==> src/hw/rtl/orb_pkg.sv <==
// package: item types and codes for the output reorder buffer
package orb_pkg;

   localparam logic [1:0] CMD_BEGIN  = 2'd0;
   localparam logic [1:0] CMD_FINISH = 2'd1;
   localparam logic [1:0] CMD_FLUSH  = 2'd2;

   localparam logic [1:0] STATUS_OK      = 2'd0;
   localparam logic [1:0] STATUS_BELOW   = 2'd1;
   localparam logic [1:0] STATUS_BEYOND  = 2'd2;
   localparam logic [1:0] STATUS_BAD_FIN = 2'd3;

   localparam int unsigned MAX_RESULTS = 32;
   localparam int unsigned THRESH_W = 6;
   localparam logic [THRESH_W-1:0] THRESH_RESET = 6'd16;

   typedef struct packed {
      logic [1:0]  cmd;
      logic [31:0] seq_id;
      logic [31:0] record_handle;
      logic        force_req;
   } req_type;

   typedef struct packed {
      logic [1:0]  status;
      logic        rec_valid;
      logic [31:0] rec_out;
      logic [31:0] rec_seq;
      logic        last;
      logic [31:0] started_total;
      logic [31:0] finished_total;
      logic [31:0] flushed_total;
   } rsp_type;

endpackage

==> src/hw/rtl/output_reorder_buffer.sv <==
// top level: reorder buffer that releases finished records in sequence order
//
// One item is taken at a time. A begin, a rejected command or an unused command
// passes through accept, window check against the head, and the response.
// A finish that is stored and a flush then scan the finished flags one slot per
// cycle from the head. Each released record is then read from the record memory
// and loaded into the output register once that register is free. The output
// register holds one result and lets the block go on while it waits to be taken.
// Started and finished flags are flip-flops cleared by reset, so no clearing
// pass follows reset. Counters and ids wrap at 2^32.
module output_reorder_buffer #(
   parameter int unsigned WINDOW_DEPTH = 32
) (
   input  logic                               clock,
   input  logic                               reset,
   input  logic                               req_valid,
   output logic                               req_stall,
   input  orb_pkg::req_type                   req_data,
   output logic                               rsp_valid,
   input  logic                               rsp_stall,
   output orb_pkg::rsp_type                   rsp_data,
   input  logic                               csr_wr_en,
   input  logic [orb_pkg::THRESH_W-1:0]       csr_wr_data
);

   localparam int unsigned SW = (WINDOW_DEPTH > 1) ? $clog2(WINDOW_DEPTH) : 1;
   localparam int unsigned SUMW = SW + 1;
   localparam int unsigned CW = $clog2(WINDOW_DEPTH + 1);

   typedef enum logic [5:0] {
      ST_IDLE     = 6'b000001,
      ST_CHECK    = 6'b000010,
      ST_SCAN     = 6'b000100,
      ST_EMIT_RD  = 6'b001000,
      ST_EMIT_OUT = 6'b010000,
      ST_RESP     = 6'b100000
   } state_type;

   function automatic logic [SW-1:0] slot_of(input logic [SW-1:0] head,
                                             input logic [SW-1:0] off);
      logic [SUMW-1:0] sum;
      sum = {1'b0, head} + {1'b0, off};
      if (sum >= SUMW'(WINDOW_DEPTH)) begin
         sum = sum - SUMW'(WINDOW_DEPTH);
      end
      return sum[SW-1:0];
   endfunction

   state_type state_ff, state_in;

   orb_pkg::req_type req_ff, req_in;
   logic [1:0]  status_ff, status_in;
   logic [31:0] head_seq_ff, head_seq_in;
   logic [SW-1:0] head_slot_ff, head_slot_in;
   logic [31:0] started_cnt_ff, started_cnt_in;
   logic [31:0] finished_cnt_ff, finished_cnt_in;
   logic [31:0] flushed_cnt_ff, flushed_cnt_in;
   logic [orb_pkg::THRESH_W-1:0] thresh_ff, thresh_in;
   logic [CW-1:0] scan_cnt_ff, scan_cnt_in;
   logic [CW-1:0] rel_ff, rel_in;
   logic [CW-1:0] emit_idx_ff, emit_idx_in;
   logic started_ff [WINDOW_DEPTH];
   logic started_in [WINDOW_DEPTH];
   logic finished_ff [WINDOW_DEPTH];
   logic finished_in [WINDOW_DEPTH];
   logic rsp_valid_ff, rsp_valid_in;
   orb_pkg::rsp_type rsp_data_ff, rsp_data_in;

   logic          ram_wr_en;
   logic [SW-1:0] ram_wr_addr;
   logic          ram_rd_en;
   logic [SW-1:0] ram_rd_addr;
   logic [31:0]   ram_rd_data;

   logic [31:0]   off;
   logic          in_win;
   logic [1:0]    win_status;
   logic [SW-1:0] chk_slot;
   logic [SW-1:0] scan_slot;
   logic [SW-1:0] emit_slot;
   logic          out_free;
   logic          scan_hit;
   logic          release_ok;
   logic          emit_last;

   orb_ram #(
      .DEPTH (WINDOW_DEPTH),
      .AW    (SW)
   ) u_ram (
      .clock   (clock),
      .wr_en   (ram_wr_en),
      .wr_addr (ram_wr_addr),
      .wr_data (req_ff.record_handle),
      .rd_en   (ram_rd_en),
      .rd_addr (ram_rd_addr),
      .rd_data (ram_rd_data)
   );

   assign off = req_ff.seq_id - head_seq_ff;
   assign in_win = off < 32'(WINDOW_DEPTH);
   assign win_status = in_win ? orb_pkg::STATUS_OK :
                       (off[31] ? orb_pkg::STATUS_BELOW : orb_pkg::STATUS_BEYOND);
   assign chk_slot = slot_of(head_slot_ff, off[SW-1:0]);
   assign scan_slot = slot_of(head_slot_ff, scan_cnt_ff[SW-1:0]);
   assign emit_slot = slot_of(head_slot_ff, emit_idx_ff[SW-1:0]);
   assign out_free = !rsp_valid_ff || !rsp_stall;
   assign scan_hit = (scan_cnt_ff != CW'(WINDOW_DEPTH)) && finished_ff[scan_slot];
   assign release_ok = ((req_ff.cmd == orb_pkg::CMD_FLUSH && req_ff.force_req)
                        || 32'(scan_cnt_ff) >= 32'(thresh_ff)) && (scan_cnt_ff != '0);
   assign emit_last = (emit_idx_ff + CW'(1)) == rel_ff;

   assign req_stall = state_ff != ST_IDLE;
   assign rsp_valid = rsp_valid_ff;
   assign rsp_data = rsp_data_ff;

   always_comb begin
      state_in = state_ff;
      req_in = req_ff;
      status_in = status_ff;
      head_seq_in = head_seq_ff;
      head_slot_in = head_slot_ff;
      started_cnt_in = started_cnt_ff;
      finished_cnt_in = finished_cnt_ff;
      flushed_cnt_in = flushed_cnt_ff;
      thresh_in = csr_wr_en ? csr_wr_data : thresh_ff;
      scan_cnt_in = scan_cnt_ff;
      rel_in = rel_ff;
      emit_idx_in = emit_idx_ff;
      started_in = started_ff;
      finished_in = finished_ff;
      rsp_valid_in = rsp_valid_ff && rsp_stall;
      rsp_data_in = rsp_data_ff;
      ram_wr_en = 1'b0;
      ram_wr_addr = chk_slot;
      ram_rd_en = 1'b0;
      ram_rd_addr = emit_slot;

      case (state_ff)
         ST_IDLE: begin
            if (req_valid) begin
               req_in = req_data;
               state_in = ST_CHECK;
            end
         end
         ST_CHECK: begin
            status_in = orb_pkg::STATUS_OK;
            state_in = ST_RESP;
            case (req_ff.cmd)
               orb_pkg::CMD_BEGIN: begin
                  status_in = win_status;
                  if (in_win) begin
                     started_in[chk_slot] = 1'b1;
                     finished_in[chk_slot] = 1'b0;
                     started_cnt_in = started_cnt_ff + 32'd1;
                  end
               end
               orb_pkg::CMD_FINISH: begin
                  status_in = win_status;
                  if (in_win) begin
                     if (!started_ff[chk_slot] || finished_ff[chk_slot]) begin
                        status_in = orb_pkg::STATUS_BAD_FIN;
                     end else begin
                        ram_wr_en = 1'b1;
                        finished_in[chk_slot] = 1'b1;
                        finished_cnt_in = finished_cnt_ff + 32'd1;
                        scan_cnt_in = '0;
                        state_in = ST_SCAN;
                     end
                  end
               end
               orb_pkg::CMD_FLUSH: begin
                  scan_cnt_in = '0;
                  state_in = ST_SCAN;
               end
               default: begin
                  status_in = orb_pkg::STATUS_OK;
               end
            endcase
         end
         ST_SCAN: begin
            if (scan_hit) begin
               scan_cnt_in = scan_cnt_ff + CW'(1);
            end else if (release_ok) begin
               if (32'(scan_cnt_ff) > orb_pkg::MAX_RESULTS) begin
                  rel_in = CW'(orb_pkg::MAX_RESULTS);
                  flushed_cnt_in = flushed_cnt_ff + orb_pkg::MAX_RESULTS;
               end else begin
                  rel_in = scan_cnt_ff;
                  flushed_cnt_in = flushed_cnt_ff + 32'(scan_cnt_ff);
               end
               emit_idx_in = '0;
               state_in = ST_EMIT_RD;
            end else begin
               state_in = ST_RESP;
            end
         end
         ST_EMIT_RD: begin
            ram_rd_en = 1'b1;
            state_in = ST_EMIT_OUT;
         end
         ST_EMIT_OUT: begin
            if (out_free) begin
               rsp_valid_in = 1'b1;
               rsp_data_in.status = orb_pkg::STATUS_OK;
               rsp_data_in.rec_valid = 1'b1;
               rsp_data_in.rec_out = ram_rd_data;
               rsp_data_in.rec_seq = head_seq_ff + 32'(emit_idx_ff);
               rsp_data_in.last = emit_last;
               rsp_data_in.started_total = started_cnt_ff;
               rsp_data_in.finished_total = finished_cnt_ff;
               rsp_data_in.flushed_total = flushed_cnt_ff;
               started_in[emit_slot] = 1'b0;
               finished_in[emit_slot] = 1'b0;
               if (emit_last) begin
                  head_seq_in = head_seq_ff + 32'(rel_ff);
                  head_slot_in = slot_of(head_slot_ff, rel_ff[SW-1:0]);
                  state_in = ST_IDLE;
               end else begin
                  emit_idx_in = emit_idx_ff + CW'(1);
                  state_in = ST_EMIT_RD;
               end
            end
         end
         ST_RESP: begin
            if (out_free) begin
               rsp_valid_in = 1'b1;
               rsp_data_in.status = status_ff;
               rsp_data_in.rec_valid = 1'b0;
               rsp_data_in.rec_out = '0;
               rsp_data_in.rec_seq = '0;
               rsp_data_in.last = 1'b1;
               rsp_data_in.started_total = started_cnt_ff;
               rsp_data_in.finished_total = finished_cnt_ff;
               rsp_data_in.flushed_total = flushed_cnt_ff;
               state_in = ST_IDLE;
            end
         end
         default: begin
            state_in = ST_IDLE;
         end
      endcase
   end

   always_ff @(posedge clock) begin
      if (reset) begin
         state_ff <= ST_IDLE;
         head_seq_ff <= '0;
         head_slot_ff <= '0;
         started_cnt_ff <= '0;
         finished_cnt_ff <= '0;
         flushed_cnt_ff <= '0;
         thresh_ff <= orb_pkg::THRESH_RESET;
         scan_cnt_ff <= '0;
         rel_ff <= '0;
         emit_idx_ff <= '0;
         rsp_valid_ff <= 1'b0;
         for (int i = 0; i < WINDOW_DEPTH; i++) begin
            started_ff[i] <= 1'b0;
            finished_ff[i] <= 1'b0;
         end
      end else begin
         state_ff <= state_in;
         head_seq_ff <= head_seq_in;
         head_slot_ff <= head_slot_in;
         started_cnt_ff <= started_cnt_in;
         finished_cnt_ff <= finished_cnt_in;
         flushed_cnt_ff <= flushed_cnt_in;
         thresh_ff <= thresh_in;
         scan_cnt_ff <= scan_cnt_in;
         rel_ff <= rel_in;
         emit_idx_ff <= emit_idx_in;
         rsp_valid_ff <= rsp_valid_in;
         started_ff <= started_in;
         finished_ff <= finished_in;
      end
   end

   always_ff @(posedge clock) begin
      req_ff <= req_in;
      status_ff <= status_in;
      rsp_data_ff <= rsp_data_in;
   end

endmodule

==> src/hw/rtl/orb_ram.sv <==
// record handle memory: one write port, one read port with registered read data
module orb_ram #(
   parameter int unsigned DEPTH = 32,
   parameter int unsigned AW = 5
) (
   input  logic          clock,
   input  logic          wr_en,
   input  logic [AW-1:0] wr_addr,
   input  logic [31:0]   wr_data,
   input  logic          rd_en,
   input  logic [AW-1:0] rd_addr,
   output logic [31:0]   rd_data
);

   logic [31:0] mem [DEPTH];
   logic [31:0] rd_data_ff;

   always_ff @(posedge clock) begin
      if (wr_en) begin
         mem[wr_addr] <= wr_data;
      end
      if (rd_en) begin
         rd_data_ff <= mem[rd_addr];
      end
   end

   assign rd_data = rd_data_ff;

endmodule

==> config.mk <==
export PLATFORM = sky130hd
export DESIGN_NAME = output_reorder_buffer
export DESIGN_NICKNAME = d
export VERILOG_FILES = /design/src/hw/rtl/orb_pkg.sv /design/src/hw/rtl/output_reorder_buffer.sv /design/src/hw/rtl/orb_ram.sv
export SDC_FILE = /design/constraint.sdc
export NUM_CORES = 2
export LEC_CHECK = 0
export ABC_AREA = 1
export ABC_CLOCK_PERIOD_IN_PS = 12010
export BUFFER_PORTS_ARGS = -buffer_cell sky130_fd_sc_hd__buf_2
export CORE_MARGIN = 3
export CORE_UTILIZATION = 40
export CTS_CLUSTER_DIAMETER = 100
export DETAILED_ROUTE_END_ITERATION = 6
export GPL_ROUTABILITY_DRIVEN = 0
export PLACE_DENSITY = 0.6
export RECOVER_POWER = 100
export SLEW_MARGIN = 25
export SYNTH_ARGS = -nofsm -noshare
export SYNTH_HDL_FRONTEND = slang
export SYNTH_HIERARCHICAL = 1
export SYNTH_SLANG_ARGS = --single-unit
==> constraint.sdc <==
create_clock -name clock -period 12.01 [get_ports clock]
set_input_delay 3.0025 -clock clock [delete_from_list [all_inputs] [get_ports clock]]
set_output_delay 3.0025 -clock clock [all_outputs]
set_load 0.02 [all_outputs]
==> metrics.csv <==
metric;value;unit
status;finished with violations;
violations;design-rule violations, max-capacitance violations, max-slew violations;
cts_buffers;161;
cts.reportedPaths.clkPinSlew;60;ps
cts.sinks;1517;
seqPwrFrac;0.516;
power_frac_comb;0.035;
hold_viol;0;
place_area;71500;um^2
layout_common_cells;2252 x nand2_1, 1289 x edfxtp_1, 917 x nand3_1;
power_leakage;27.8;nW
clock_path_buffers;3;
io_pins;244;
die_w;418;um
maxUsedRoutingLayer;met5;
drv_slew;2208;
grt_pass1_vias;47000;
clk_latency;820;ps
critical_path_class;reg -> reg;
yosysTopAreaCell;edfxtp_1;
grt_start_max_net_pins;199;
setup.worst_path.start;emit_idx_ff[0];
cp.required;12530;ps
setup_viol;0;
timing.fmax;108;MHz
tritoncts;done;
slew_headroom;-1.73;
p_int;8.72;mW
yosysUniqueCellTypes;54;
min_period;9230;ps
placementRows;150;
endpoint_kind;flip-flop;
post-cts-setup-buffers;0;
antenna_found_initial;2;
post-route-period-util;0.769;
remaining_drc_errors;2;
drtIter0Drc;4983;
pwr-share-clk;0.448;
postCtsResizedCells;0;
final_common_cell;nand2_1;
routed_wl;193000;um
ir_drop;0.127;mV
met2_wirelength;90900;um
dp_slack;4640;ps
rsz0062_at_grt;no;
swShare;0.221;
vias_per_cell;5.33;
holdPathEnd;rsp_data[31];
area_growth;11.5;%
root_buffer;clkbuf_16;
hpwlAfterDp;120000;um
r2r_cells;12;
num_vias;50000;
worst_slack;2780;ps
synthCells;6832;
final_util;0.451;
die_height;418;um
io_buffers;243;
yosysWarningCount;6;
skew;62.3;ps
hold_buffers;0;
initial_core_util;0.405;
min_from;flushed_cnt_ff[31];
wl_per_cell;20.5;um
r2r-end;u_ram/rd_data[16];
drive_gt1_frac;0.0509;
nNetsFinal;7201;
path_max_fanout;159;
drt-met1-wl;81700;um
netlist_top_cells_area;edfxtp_1 57%, nand2_1 12%, nand3_1 6.7%, dfxtp_1 6.7%, inv_1 2.5%;
synth.net_count;6998;
worst_pin_slew;4090;ps
start_kind;flip-flop;
critPathArrivalTime;9750;ps
grt_pass1_wl;290000;um
netlist_area;68000;um^2
coreArea;168000;um^2
synth.avg_cell_area;9.96;um^2
max_cap_viol_count;69;
p_total;11.2;mW
htreeDepth;4;
grt_util_all_layers;0.215;
fin_area;75800;um^2
synth_seq_cells;1517;
wl_met3;13600;um
r2r_start;emit_idx_ff[0];
hold_depth;0;
synth_top_area_share;0.569;
gr-total-overflow;0;
hp-class;reg -> reg;
ant_nets;0;
power_density;148;nW/um^2
dieArea;175000;um^2
r2r_setup_slack;2780;ps
finalSetupTns;0;ps
seq_area_frac_synth;0.636;
firstDrtPassIters;7;
power.switching;2.47;mW
[per-layer routing]
| layer | global-route usage | up-vias |
|---|---|---|
| li1 | - | 23700 |
| met1 | 0.291 | 24100 |
| met2 | 0.353 | 1872 |
| met3 | 0.0344 | 355 |
| met4 | 0.0735 | 2 |
| met5 | 0 | - |
[synth_stat cells, drive strengths merged]
cell and instances:
o21bai 20, ha 80, nand4 48, o2111ai 6, o21ba 1, clkbuf 88
buf 218, nor3 108, a211oi 8, o211ai 8, nand3 923, dfxtp 228
o21a 14, clkinv 2, a21oi 291, a311oi 1, o22ai 7, edfxtp 1289
xor2 65, a31oi 9, nor4 30, xnor2 27, nand2 2257, nor2 418
fa 8, o211a 17, inv 456, o31ai 5, nand3b 10, a32oi 15
a22oi 7, and3 2, o21ai 157, a2111oi 1, and2 2, or2 5
nor3b 1
[sequential cells by signal (all words and copies together), names as in the netlist, 32 cells and up, named ones only]
register,flops
req_ff,67
started_ff,32
finished_cnt_ff,32
head_seq_ff,32
started_cnt_ff,32
u_ram/rd_data,32
flushed_cnt_ff,32
rsp_data,164
u_ram/mem,1024
[critical path, stage by stage (launching register included)]
cell and delay [ps]:
dfxtp_1 400, ha_1 270, fa_4 940, buf_4 560
clkbuf_1 2230, clkbuf_2 3050, nand3_1 390, nand3_1 280
nand2_1 80, nand2_1 70, nand2_1 80, nand2_1 210
nand2_1 160
[how the worst max path moves through the flow]
stage,to,slack [ps],cells past startpoint
3_3_place_gp,u_ram/mem[25][5],4710,18
3_5_place_dp,u_ram/mem[12][7],4640,17
5_1_grt,u_ram/rd_data[18],2240,12
6_report,u_ram/rd_data[16],2780,12
2_1_floorplan,rsp_data[0],1340,3
4_1_cts,u_ram/mem[3][25],4590,19
[logic make-up (layout without fill, tap and decap cells)]
kind of cell	count (synthesis)	count (layout)	share of synthesized area
and+or+nand+nor	3804	3804	0.234
adders and majority gates	88	88	0.0171
other	0	2	0
xor gates and xnor gates	92	92	0.0120
buffers and inverters	764	1101	0.0541
AOI/OAI and AO/OA	567	567	0.0470
DFF	1517	1517	0.636
[metrics by stage]
stage               hold WS [ps]  std cells
CTS                          448       9365
global placement             422       9051
detailed placement           425       9068
global route                 468       9374
floorplan                    406       6832
finish                       451       9375
[area by class of cell]
cell class / count / area (um^2)
clock inverters: 100 / 1120
repair buffers: 346 / 1520
well taps: 2204 / 2760
clock buffers: 197 / 4260
diodes: 2 / 5.00
fillers: 15800 / 92300
multi-input cells: 4551 / 21200
flip-flops and latches: 1517 / 43300
inverters: 458 / 1750
[power groups by stage]
stage / Combinational, mW / Clock, mW / Sequential [mW]
finish: 0.397 / 5.02 / 5.78
global route: 0.434 / 5.33 / 5.78
CTS: 0.408 / 5.13 / 5.77
detailed placement: 0.406 / 0 / 5.88
global placement: 0.400 / 0 / 5.88
floorplan: 0.191 / 0 / 5.92
Note: power is estimated with default switching activity, not from simulation.
